--- config.mk ---
export PLATFORM = sky130hd
export DESIGN_NAME = spike_latency_jitter_monitor
export DESIGN_NICKNAME = d
export VERILOG_FILES = /design/src/hdl/slmon_pkg.sv /design/src/hdl/spike_latency_jitter_monitor.sv /design/src/hdl/slmon_div.sv
export SDC_FILE = /design/constraint.sdc
export NUM_CORES = 2
export LEC_CHECK = 0
export BUFFER_PORTS_ARGS = -buffer_cell sky130_fd_sc_hd__buf_2
export CAP_MARGIN = 5
export CORE_MARGIN = 2
export CORE_UTILIZATION = 45
export DETAILED_ROUTE_END_ITERATION = 6
export MAX_ROUTING_LAYER = met4
export SYNTH_ARGS = -nofsm -noshare
export SYNTH_HDL_FRONTEND = slang
export SYNTH_SLANG_ARGS = --single-unit
--- constraint.sdc ---
create_clock -name i_clk -period 16.9 [get_ports i_clk]
set_input_delay 3.38 -clock i_clk [delete_from_list [all_inputs] [get_ports i_clk]]
set_output_delay 3.38 -clock i_clk [all_outputs]
set_load 0.01 [all_outputs]
--- src/hdl/slmon_pkg.sv ---
package slmon_pkg;

    localparam int TIME_BITS     = 40;
    localparam int SUM_BITS      = 48;
    localparam int HOPS_SUM_BITS = 40;
    localparam int HOPS_BITS     = 8;
    localparam int HMIN_BITS     = 14;
    localparam int STAT_BITS     = 32;
    localparam int CNT_BITS      = 32;
    localparam int PER_BITS      = 16;
    localparam int DIFF_BITS     = TIME_BITS + 2;

    localparam int DIV_STEPS     = STAT_BITS / 2;
    localparam int DIV_CNT_BITS  = $clog2(DIV_STEPS);

    localparam int S_RAW_W  = 2 * TIME_BITS + HOPS_BITS;
    localparam int S_DATA_W = ((S_RAW_W + 7) / 8) * 8;
    localparam int M_RAW_W  = 3 * CNT_BITS + 4 * STAT_BITS + 2 * SUM_BITS
                              + HOPS_BITS + HMIN_BITS + HOPS_SUM_BITS;
    localparam int M_DATA_W = ((M_RAW_W + 7) / 8) * 8;

    localparam logic [PER_BITS-1:0]  RESET_PERIOD   = PER_BITS'(1000);
    localparam logic [STAT_BITS-1:0] RESET_MIN_STAT = STAT_BITS'(100);
    localparam logic [HMIN_BITS-1:0] RESET_MIN_HOPS = HMIN_BITS'(10000);

    localparam logic MODE_GENERATE = 1'b0;
    localparam logic MODE_RECEIVE  = 1'b1;

    typedef enum logic [2:0] {
        ST_IDLE,
        ST_DELAY,
        ST_DELAY_WAIT,
        ST_ISI,
        ST_ISI_WAIT,
        ST_UPDATE
    } t_state;

    typedef struct packed {
        logic                 start;
        logic [STAT_BITS-1:0] dividend;
        logic [PER_BITS-1:0]  divisor;
    } t_div_req;

    typedef struct packed {
        logic                 done;
        logic [STAT_BITS-1:0] quotient;
    } t_div_rsp;

    // Clamp an exact difference to the signed 32-bit range.
    function automatic logic [STAT_BITS-1:0] f_sat32(input logic signed [DIFF_BITS-1:0] v);
        logic signed [DIFF_BITS-1:0] hi;
        logic signed [DIFF_BITS-1:0] lo;
        hi = DIFF_BITS'(2147483647);
        lo = -DIFF_BITS'(2147483647) - DIFF_BITS'(1);
        if (v > hi) begin
            return {1'b0, {(STAT_BITS-1){1'b1}}};
        end else if (v < lo) begin
            return {1'b1, {(STAT_BITS-1){1'b0}}};
        end
        return v[STAT_BITS-1:0];
    endfunction

    // Unsigned magnitude of a two's complement value; the most negative maps to 2^31.
    function automatic logic [STAT_BITS-1:0] f_mag(input logic [STAT_BITS-1:0] v);
        return v[STAT_BITS-1] ? (~v + STAT_BITS'(1)) : v;
    endfunction

endpackage

--- src/hdl/spike_latency_jitter_monitor.sv ---
// Spike latency and jitter monitor.
// Input stream (s_axis): one request per spike event. tuser carries the mode
// (0 = generated here, 1 = received); tdata carries spike time, receive time
// and the intra-segment hop count, both times in picoseconds.
// Output stream (m_axis): one result per request holding every statistic after
// the update: counters, max/min/sum of delay, ISI distortion and hops.
// Config: i_cfg_we writes the clock period in ps (0 acts as 1) at any edge;
// write it only while the block is idle.
// Flow: a generate request goes straight to its update step; a receive
// request first makes two passes through one shared divider retiring two
// quotient bits per cycle (each division: a load, 16 two-bit steps, then
// a done flag with the quotient), one for the delay and one for the ISI.
// s_axis_tready is high only in the idle state, so requests are taken one at
// a time: no new request is taken until the last one has passed its update
// step. The next request may be accepted while a result still waits.
// If m_axis_tready stays low, the result is held and the following request
// stops in its update step until the pending result is taken.
// Reset (synchronous, active low) clears all statistics to their start values
// (min delay and min ISI 100, min hops 10000, others 0) and the period to 1000.
module spike_latency_jitter_monitor (
    input  logic                           i_clk,
    input  logic                           i_rst_n,
    input  logic                           i_cfg_we,
    input  logic [slmon_pkg::PER_BITS-1:0] i_cfg_wdata,
    input  logic                           s_axis_tvalid,
    output logic                           s_axis_tready,
    // [39:0] spike_time, [79:40] receive_time, [87:80] intra_hops
    input  logic [slmon_pkg::S_DATA_W-1:0] s_axis_tdata,
    // [0] mode
    input  logic                           s_axis_tuser,
    output logic                           m_axis_tvalid,
    input  logic                           m_axis_tready,
    // [31:0] sent_count, [63:32] received_count, [95:64] disorder_count,
    // [127:96] delay_peak, [159:128] delay_floor, [207:160] delay_total,
    // [239:208] max_isi, [271:240] min_isi, [319:272] sum_isi,
    // [327:320] max_hops, [341:328] min_hops, [381:342] sum_hops, [383:382] zero
    output logic [slmon_pkg::M_DATA_W-1:0] m_axis_tdata
);
    import slmon_pkg::*;

    t_state r_state, n_state;
    t_div_req w_req;
    t_div_rsp w_rsp;

    logic [PER_BITS-1:0]  r_period;

    // captured request
    logic                 r_mode;
    logic [TIME_BITS-1:0] r_st, r_rt;
    logic [HOPS_BITS-1:0] r_hops;
    logic                 r_neg;
    logic [STAT_BITS-1:0] r_delay, r_isi;

    // running state
    logic [TIME_BITS-1:0]     r_last_rcv, r_last_spk;
    logic [CNT_BITS-1:0]      r_sent, r_rcvd, r_disorder;
    logic signed [STAT_BITS-1:0] r_dmax, r_dmin;
    logic [SUM_BITS-1:0]      r_dsum;
    logic [STAT_BITS-1:0]     r_imax, r_imin;
    logic [SUM_BITS-1:0]      r_isum;
    logic [HOPS_BITS-1:0]     r_hmax;
    logic [HMIN_BITS-1:0]     r_hmin;
    logic [HOPS_SUM_BITS-1:0] r_hsum;
    logic                     r_out_valid;

    logic                 w_accept, w_update, w_start, w_neg;
    logic [STAT_BITS-1:0] w_sat, w_mag, w_quo_signed;
    logic signed [DIFF_BITS-1:0] w_ddiff, w_idiff;
    logic [TIME_BITS:0]   w_asum, w_bsum;
    logic [STAT_BITS-1:0] w_mag_isi, w_mag_imax, w_mag_imin;

    assign w_accept = s_axis_tvalid && s_axis_tready;

    // delay = rt - st; ISI = (rt + last_spike) - (last_receive + st), both exact
    always_comb begin
        w_ddiff = signed'({2'b00, r_rt}) - signed'({2'b00, r_st});
        w_asum  = {1'b0, r_rt} + {1'b0, r_last_spk};
        w_bsum  = {1'b0, r_last_rcv} + {1'b0, r_st};
        w_idiff = signed'({1'b0, w_asum}) - signed'({1'b0, w_bsum});
        // no ISI until a first spike has arrived
        w_sat   = (r_state == ST_DELAY) ? f_sat32(w_ddiff) :
                  ((r_rcvd == '0) ? '0 : f_sat32(w_idiff));
        w_neg   = w_sat[STAT_BITS-1];
        w_mag   = f_mag(w_sat);
        w_quo_signed = r_neg ? (~w_rsp.quotient + STAT_BITS'(1)) : w_rsp.quotient;
    end

    assign w_req.start    = w_start;
    assign w_req.dividend = w_mag;
    assign w_req.divisor  = (r_period == '0) ? PER_BITS'(1) : r_period;

    slmon_div u_div (
        .i_clk   (i_clk),
        .i_rst_n (i_rst_n),
        .i_req   (w_req),
        .o_rsp   (w_rsp)
    );

    // sequencer
    always_comb begin
        n_state       = r_state;
        s_axis_tready = 1'b0;
        w_start       = 1'b0;
        w_update      = 1'b0;
        case (r_state)
            ST_IDLE: begin
                s_axis_tready = 1'b1;
                if (s_axis_tvalid) begin
                    n_state = (s_axis_tuser == MODE_RECEIVE) ? ST_DELAY : ST_UPDATE;
                end
            end
            ST_DELAY: begin
                w_start = 1'b1;
                n_state = ST_DELAY_WAIT;
            end
            ST_DELAY_WAIT: begin
                if (w_rsp.done) begin
                    n_state = ST_ISI;
                end
            end
            ST_ISI: begin
                w_start = 1'b1;
                n_state = ST_ISI_WAIT;
            end
            ST_ISI_WAIT: begin
                if (w_rsp.done) begin
                    n_state = ST_UPDATE;
                end
            end
            ST_UPDATE: begin
                // hold until the previous result has been taken
                if (!r_out_valid || m_axis_tready) begin
                    w_update = 1'b1;
                    n_state  = ST_IDLE;
                end
            end
            default: begin
                n_state = ST_IDLE;
            end
        endcase
    end

    always_ff @(posedge i_clk) begin
        if (!i_rst_n) begin
            r_state <= ST_IDLE;
        end else begin
            r_state <= n_state;
        end
    end

    always_ff @(posedge i_clk) begin
        if (!i_rst_n) begin
            r_period <= RESET_PERIOD;
        end else if (i_cfg_we) begin
            r_period <= i_cfg_wdata;
        end
    end

    // capture request and signed quotients
    always_ff @(posedge i_clk) begin
        if (w_accept) begin
            r_mode <= s_axis_tuser;
            r_st   <= s_axis_tdata[TIME_BITS-1:0];
            r_rt   <= s_axis_tdata[2*TIME_BITS-1:TIME_BITS];
            r_hops <= s_axis_tdata[2*TIME_BITS+HOPS_BITS-1:2*TIME_BITS];
        end
        if (w_start) begin
            r_neg <= w_neg;
        end
        if (r_state == ST_DELAY_WAIT && w_rsp.done) begin
            r_delay <= w_quo_signed;
        end
        if (r_state == ST_ISI_WAIT && w_rsp.done) begin
            r_isi <= w_quo_signed;
        end
    end

    always_comb begin
        w_mag_isi  = f_mag(r_isi);
        w_mag_imax = f_mag(r_imax);
        w_mag_imin = f_mag(r_imin);
    end

    // statistics update and output valid
    always_ff @(posedge i_clk) begin
        if (!i_rst_n) begin
            r_last_rcv  <= '0;
            r_last_spk  <= '0;
            r_sent      <= '0;
            r_rcvd      <= '0;
            r_disorder  <= '0;
            r_dmax      <= '0;
            r_dmin      <= RESET_MIN_STAT;
            r_dsum      <= '0;
            r_imax      <= '0;
            r_imin      <= RESET_MIN_STAT;
            r_isum      <= '0;
            r_hmax      <= '0;
            r_hmin      <= RESET_MIN_HOPS;
            r_hsum      <= '0;
            r_out_valid <= 1'b0;
        end else begin
            if (w_update) begin
                r_out_valid <= 1'b1;
            end else if (m_axis_tready) begin
                r_out_valid <= 1'b0;
            end
            if (w_update) begin
                if (r_mode == MODE_GENERATE) begin
                    r_sent <= (&r_sent) ? r_sent : r_sent + CNT_BITS'(1);
                end else begin
                    if (r_st < r_last_spk && !(&r_disorder)) begin
                        r_disorder <= r_disorder + CNT_BITS'(1);
                    end
                    r_last_rcv <= r_rt;
                    r_last_spk <= r_st;
                    r_rcvd     <= (&r_rcvd) ? r_rcvd : r_rcvd + CNT_BITS'(1);

                    if (signed'(r_delay) > r_dmax) begin
                        r_dmax <= r_delay;
                    end
                    if (signed'(r_delay) < r_dmin) begin
                        r_dmin <= r_delay;
                    end
                    r_dsum <= r_dsum + {{(SUM_BITS-STAT_BITS){r_delay[STAT_BITS-1]}}, r_delay};

                    // ISI extremes by magnitude; ties keep the older value
                    if (w_mag_isi > w_mag_imax) begin
                        r_imax <= r_isi;
                    end
                    if (w_mag_isi < w_mag_imin) begin
                        r_imin <= r_isi;
                    end
                    r_isum <= r_isum + {{(SUM_BITS-STAT_BITS){r_isi[STAT_BITS-1]}}, r_isi};

                    if (r_hops > r_hmax) begin
                        r_hmax <= r_hops;
                    end
                    if ({{(HMIN_BITS-HOPS_BITS){1'b0}}, r_hops} < r_hmin) begin
                        r_hmin <= {{(HMIN_BITS-HOPS_BITS){1'b0}}, r_hops};
                    end
                    r_hsum <= r_hsum + {{(HOPS_SUM_BITS-HOPS_BITS){1'b0}}, r_hops};
                end
            end
        end
    end

    assign m_axis_tvalid = r_out_valid;
    assign m_axis_tdata  = {{(M_DATA_W-M_RAW_W){1'b0}},
                            r_hsum, r_hmin, r_hmax,
                            r_isum, r_imin, r_imax,
                            r_dsum, r_dmin, r_dmax,
                            r_disorder, r_rcvd, r_sent};

endmodule

--- src/hdl/slmon_div.sv ---
module slmon_div (
    input  logic              i_clk,
    input  logic              i_rst_n,
    input  slmon_pkg::t_div_req i_req,
    output slmon_pkg::t_div_rsp o_rsp
);
    import slmon_pkg::*;

    logic                    r_busy;
    logic                    r_done;
    logic [DIV_CNT_BITS-1:0] r_cnt;
    logic [STAT_BITS-1:0]    r_quo;
    logic [PER_BITS-1:0]     r_rem;
    logic [PER_BITS-1:0]     r_dvs;

    logic [PER_BITS:0] w_sh1, w_sh2, w_r1, w_r2;
    logic              w_ge1, w_ge2;

    // Two restoring steps per cycle.
    always_comb begin
        w_sh1 = {r_rem, r_quo[STAT_BITS-1]};
        w_ge1 = w_sh1 >= {1'b0, r_dvs};
        w_r1  = w_ge1 ? (w_sh1 - {1'b0, r_dvs}) : w_sh1;
        w_sh2 = {w_r1[PER_BITS-1:0], r_quo[STAT_BITS-2]};
        w_ge2 = w_sh2 >= {1'b0, r_dvs};
        w_r2  = w_ge2 ? (w_sh2 - {1'b0, r_dvs}) : w_sh2;
    end

    always_ff @(posedge i_clk) begin
        if (!i_rst_n) begin
            r_busy <= 1'b0;
            r_done <= 1'b0;
            r_cnt  <= '0;
        end else begin
            if (i_req.start) begin
                r_busy <= 1'b1;
                r_cnt  <= '0;
                r_done <= 1'b0;
            end else if (r_busy) begin
                r_cnt <= r_cnt + DIV_CNT_BITS'(1);
                if (r_cnt == DIV_CNT_BITS'(DIV_STEPS - 1)) begin
                    r_busy <= 1'b0;
                    r_done <= 1'b1;
                end else begin
                    r_done <= 1'b0;
                end
            end else begin
                r_done <= 1'b0;
            end
        end
    end

    always_ff @(posedge i_clk) begin
        if (i_req.start) begin
            r_quo <= i_req.dividend;
            r_rem <= '0;
            r_dvs <= i_req.divisor;
        end else if (r_busy) begin
            r_quo <= {r_quo[STAT_BITS-3:0], w_ge1, w_ge2};
            r_rem <= w_r2[PER_BITS-1:0];
        end
    end

    assign o_rsp.done     = r_done;
    assign o_rsp.quotient = r_quo;

endmodule

==> Word level (Yosys, flattened, before mapping) <==
Index checks and enable logic that the tools add are counted.
{ "word_totals": {"word_cells": 147, "register_bits": 704, "input_bits": 110, "output_inout_bits": 386} }
{ "op_classes": {"muxes": 37, "addsub": 18, "reduce_logical": 29, "n_bitwise": 10, "order_cmp": 13, "eq_ne": 10} }
{ "op_table": {"columns": ["cell", "count"], "rows": [
  ["$mux 32", 15],
  ["$add 32x1->32 const B", 8],
  ["$not 32->32", 5],
  ["$add 48x48->48", 2],
  ["$reduce_and 32->1", 3],
  ["$add 40x40->41", 2],
  ["$gt 32x32->1", 2],
  ["$lt 32x32->1", 2],
  ["$gt 42x32->1 const B", 1],
  ["$lt 42x32->1 const B", 1],
  ["$sub 41x41->42", 1],
  ["$gt 41x32->1 const B", 1],
  ["$lt 41x32->1 const B", 1],
  ["$sub 40x40->41", 1],
  ["$add 40x8->40", 1],
  ["$lt 40x40->1", 1],
  ["$ge 17x16->1", 2],
  ["$logic_not 32->1", 1],
  ["$mux 16", 2],
  ["$sub 16x16->16", 2],
  ["$reduce_and 3->1", 9],
  ["$pmux 3 s6", 1],
  ["$logic_not 16->1", 1],
  ["$mux 3", 5],
  ["20 further kinds", 47]
]} }

==> Logic depth before layout (Yosys ltp) <==
{ "logic_depth": {"ltp_word": 12, "mapped_depth": 34, "mapped_depth_nobuf": 33} }

==> Cells and area by module <==
From an unflattened synthesis, not the netlist that was laid out.
{ "hier_totals": {"cells_unflattened": 5423, "area_unflattened_um2": 47272.8} }
{ "modules_own_cells": {"columns": ["mod", "area_each_um2", "cells_per_inst", "instances", "seq_area_each_um2"], "rows": [
  ["spike_latency_jitter_monitor", 42657.2, 4975, 1, 14173.6],
  ["slmon_div", 4615.7, 448, 1, 1881.8]
]} }

==> Worst setup path after synthesis <==
OpenSTA, ideal clock, no wires.
{ "synth_path": {"kind": "register -> register", "startpoint": "register u_div.r_dvs[1]", "endpoint": "register u_div.r_rem[0]", "t_arrival_ns": 6.674, "setup_time_ns": 0.074, "path_stages_with_launch": 35, "n_path_buf": 1, "setup_slack_ns": 10.153, "required_ns": 16.826, "period_less_slack_ns": 6.747, "cell_sequence": "edfxtp_1 inv_1 ha_1 nor2b_1 o21ai_0 a21oi_1 o21ai_0 a21boi_0 o21ai_0 a21boi_0 o21ai_0 a21oi_1 a41o_1 o31a_1 nor2_1 mux2_2 inv_1 ha_1 nor2b_1 o21ai_0 a21boi_0 o21ai_0 a21boi_0 o21ai_0 a21boi_0 o21ai_0 a21oi_1 a41o_1 o21ai_0 nand2b_1 a221oi_1 clkbuf_1 mux2i_1 mux2i_1 nor2_1"} }
{ "synth_via": {"elab_chain_cells": 4, "word_cells_on_any_way": 5, "cone_classes": "add/sub: 1; order compare: 2; mux: 2"} }
{ "synth_lines": {"columns": ["item", "line", "rtl"], "rows": [
  ["from (decl)", "slmon_div.sv:14", "logic [PER_BITS-1:0] r_dvs;"],
  ["from (signal assigned)", "slmon_div.sv:57", "r_dvs <= i_req.divisor;"],
  ["$sub 16x16->16 / $ge 17x16->1 (equally long branches)", "slmon_div.sv:23, slmon_div.sv:22", null],
  ["$mux 16", "slmon_div.sv:23", "w_r1 = w_ge1 ? (w_sh1 - {1'b0, r_dvs}) : w_sh1;"],
  ["$ge 17x16->1 (*)", "slmon_div.sv:25", "w_ge2 = w_sh2 >= {1'b0, r_dvs};"],
  ["$mux 16 (*)", "slmon_div.sv:26", "w_r2 = w_ge2 ? (w_sh2 - {1'b0, r_dvs}) : w_sh2;"],
  ["to (signal assigned)", "slmon_div.sv:60", "r_rem <= w_r2[PER_BITS-1:0];"],
  ["to (decl)", "slmon_div.sv:13", "logic [PER_BITS-1:0] r_rem;"]
]} }
Mark *: on every way between the ends. The rest lies on a longest branch, timed or not.
A chain may end at the register's enable or synchronous reset.

==> Final worst setup path <==
{ "layout_path": {"startpoint": "register u_div.r_dvs[1]", "endpoint": "register u_div.r_rem[8]"} }
{ "layout_via": {"elab_chain_cells": 4, "word_cells_on_any_way": 6, "cone_classes": "add/sub: 2; order compare: 2; mux: 2"} }
{ "layout_lines": {"columns": ["item", "line"], "rows": [
  ["$sub 16x16->16 / $ge 17x16->1 (equally long branches)", "slmon_div.sv:23, slmon_div.sv:22"],
  ["$mux 16", "slmon_div.sv:23"],
  ["$sub 16x16->16 / $ge 17x16->1 (equally long branches)", "slmon_div.sv:26, slmon_div.sv:25"],
  ["$mux 16 (*)", "slmon_div.sv:26"]
]} }
Marks and branches as above.

==> flow_summary.yaml <==
die:
  start_util_pct: 45.3
  fp.dieW_um: 329
  num_io_pins: 496
  die-area_mm2: 0.108
  die_y_um: 329
  rows: 119
  core_mm2: 0.105
global_routing:
  grt_usage_pct: 24.8
  overflow: 0
  grt_pass1_vias: 37100
  grt_pass1_wl_um: 209000
  grt_max_degree: 205
  antenna_found_initial: 10
placement:
  io_buffers: 491
  dp.cells: 7121
  pre_cts_ws_ns: 9.23
  hpwl_um: 103000
  gp_congestion: 0.922
worst_setup_path:
  end_kind: "flip-flop"
  critPathArrivalTime_ns: 8.27
  path_max_fanout: 27
  startpoint: "u_div.r_dvs[1]"
  slowest_stage: "a221oi_4"
  crit_top_cell: "o21ai_0"
  worstReg2RegStart: "u_div.r_dvs[1]"
  cp-start-kind: "flip-flop"
  cpPeakStageDelay_ns: 0.58
  path_class: "reg -> reg"
  reg2reg_setup_slack_ns: 9.20
  required_ns: 17.47
yosys:
  ys_dominant_reg_cell: "dfxtp_1"
  synthTopCellsByArea: "dfxtp_1, edfxtp_1, ha_1, nand2_1, xnor2_1"
  ys_types: 106
  synth_cells: 5427
  synth_common_cells: "nand2_1, dfxtp_1, ha_1"
  synth_area_mm2: 0.0475
  synth-async-reset-ratio_pct: 0
  synth_seq_cells: 701
  synth_enable_flop_cells: 202
  yosysWarnings: 0
  synth_largest_area_cell: "dfxtp_1"
  synth_top_area_share_pct: 21.0
  post-synth-top-count-cell: "nand2_1"
  syn_area_per_cell_um2: 8.76
  synth_seq_area_share_pct: 33.8
timing:
  setup_viol: 0
  tightest_slew_ns: 1.12
  setup_slack_ns: 9.20
  clock_skew_ns: 0.0285
  post-route-period-util_pct: 45.5
  min_period_ns: 7.70
  slew_viol_final: 0
  fmax_mhz: 130
  relSlewSlack_pct: 25.1
  hold_viol: 0
  rsz0062_at_grt: "false"
  setup_tns_ns: 0
run_status:
  status: "finished, final reports clean"
clock_network:
  clkSlewWorstSetupHoldPaths_ns: 0.06
  clock-sinks: 701
  cts_buffers: 84
  post_cts_buffers: 0
  cts_tree: "done"
  h-tree-depth: 3
  hold_buffers: 0
  clk_path_buf_depth: 3
  cts_resized: 0
  root_buffer: "clkbuf_16"
  clkLatencyLatePin_ns: 0.66
power:
  p_leak_nw: 23.6
  ir_drop_mv: 0.0808
  power.total_mw: 5.75
  p_per_area_mw_per_mm2: 107
detailed_routing:
  wl_per_cell_um: 18.3
  drc: 0
  drt_first_iter_violations: 2087
  detail-route-antenna-nets: 0
  via_per_inst: 5.36
  wirelength_um: 133000
  firstDrtPassIters: 7
  vias: 39000
finish:
  fin_nets: 6418
  syn_to_final_growth_pct: 13.7
  final_cells: 7279
  layout-drive-gt1-share_pct: 12.8
min_path:
  min_from: "r_last_spk[32]"
  hp-class: "reg -> reg"
flow_run:
  cap_violations: 0
per-layer routing:
metal	wire length [µm]	global-route usage, %
met5	0	-
met4	4480	7.95
met3	5050	2.76
met2	64000	41.7
met1	59500	31.2
registers in the layout, indices dropped and copies added (netlist names), 32 cells and up:
signal and cells:
r_dsum 48, r_isum 48, r_hsum 40, r_last_rcv 40, r_last_spk 40, r_rt 40
r_st 40, r_delay 32, r_disorder 32, r_dmax 32, r_dmin 32, r_imax 32
r_imin 32, r_isi 32, r_rcvd 32, r_sent 32, u_div.r_quo 32
cell families (layout without fill, tap and decap cells):
family                     count (synthesis)  in the layout  synth area share (%)
xor gates and xnor gates                 425            425                  7.83
AOI/OAI and AO/OA                       1255           1255                  17.1
other                                      1             11               0.00789
DFF                                      701            701                  33.8
and+or+nand+nor                         1832           1832                  19.7
muxes                                    113            113                  2.39
buffers and inverters                    608           1059                  4.93
adders and majority gates                492            492                  14.3
critical path, delay by kind of cell, from the launching register on:
family / cells / cell delay [ns]
AND/OR/NAND/NOR: 3 / 0.42
multiplexers: 1 / 0.40
adder cells (fa/ha/maj): 2 / 0.58
buffers and inverters: 3 / 0.80
AO/OA/AOI/OAI: 23 / 4.99
flip-flops: 1 / 0.41
where the power goes:
part | internal, mW | switching [mW] | leakage [nW]
clock | 1.14 | 0.752 | 1.42
sequential | 1.84 | 0.0884 | 5.91
combinational | 0.760 | 1.17 | 16.3
total | 3.74 | 2.01 | 23.6
path summary, 6_finish.rpt:
kind | endpoint | cells after the start
worst max register to register | u_div.r_rem[8] | 32
worst min register to register | r_last_spk[32] | 2
worst max-delay path | u_div.r_rem[8] | 32
worst min-delay path | r_last_spk[32] | 2
placed cells by master, fill, tap and decap left out, types with 16 or more instances in the layout:
master     instances
nand2_1          645
dfxtp_1          499
buf_2            490
ha_1             406
inv_1            388
o21ai_0          368
xnor2_1          267
a21oi_1          248
nor2_1           208
edfxtp_1         202
and2_1           199
nand3_1          167
xor2_1           158
nor2b_1          148
a21o_1           133
a21boi_0         132
mux2i_1          110
clkbuf_16         88
nand4_1           87
fa_1              86
nor3_1            70
nand2b_1          70
or3_1             50
o31ai_1           47
o21a_1            45
and3_1            42
o21ai_1           38
a211oi_1          35
o211ai_1          30
buf_4             27
nor4_1            26
or2_2             26
o41ai_1           24
or4_1             23
a31oi_1           23
o21bai_1          19
clkinv_2          18
o211a_1           17
and4_1            16
per-stage QoR:
step / hold slack (ns) / cell area [µm²] / util (%)
3_3_place_gp: 0.451 / 51100 / 48.7
4_1_cts: 0.465 / 54000 / 51.4
5_1_grt: 0.484 / 54000 / 51.4
3_5_place_dp: 0.457 / 51100 / 48.7
2_1_floorplan: 0.439 / 47500 / -
6_report: 0.463 / 54000 / 51.5
area by class of cell:
type,instances,area (µm²)
fillers,10100,51000
multi-input cells,4121,29200
flip-flops and latches,701,16100
repair buffers,519,2690
clock buffers,113,2420
well taps,1391,1740
inverters,389,1460
clock inverters,38,435
diodes,7,17.5
(Power assumes the default switching activity.)
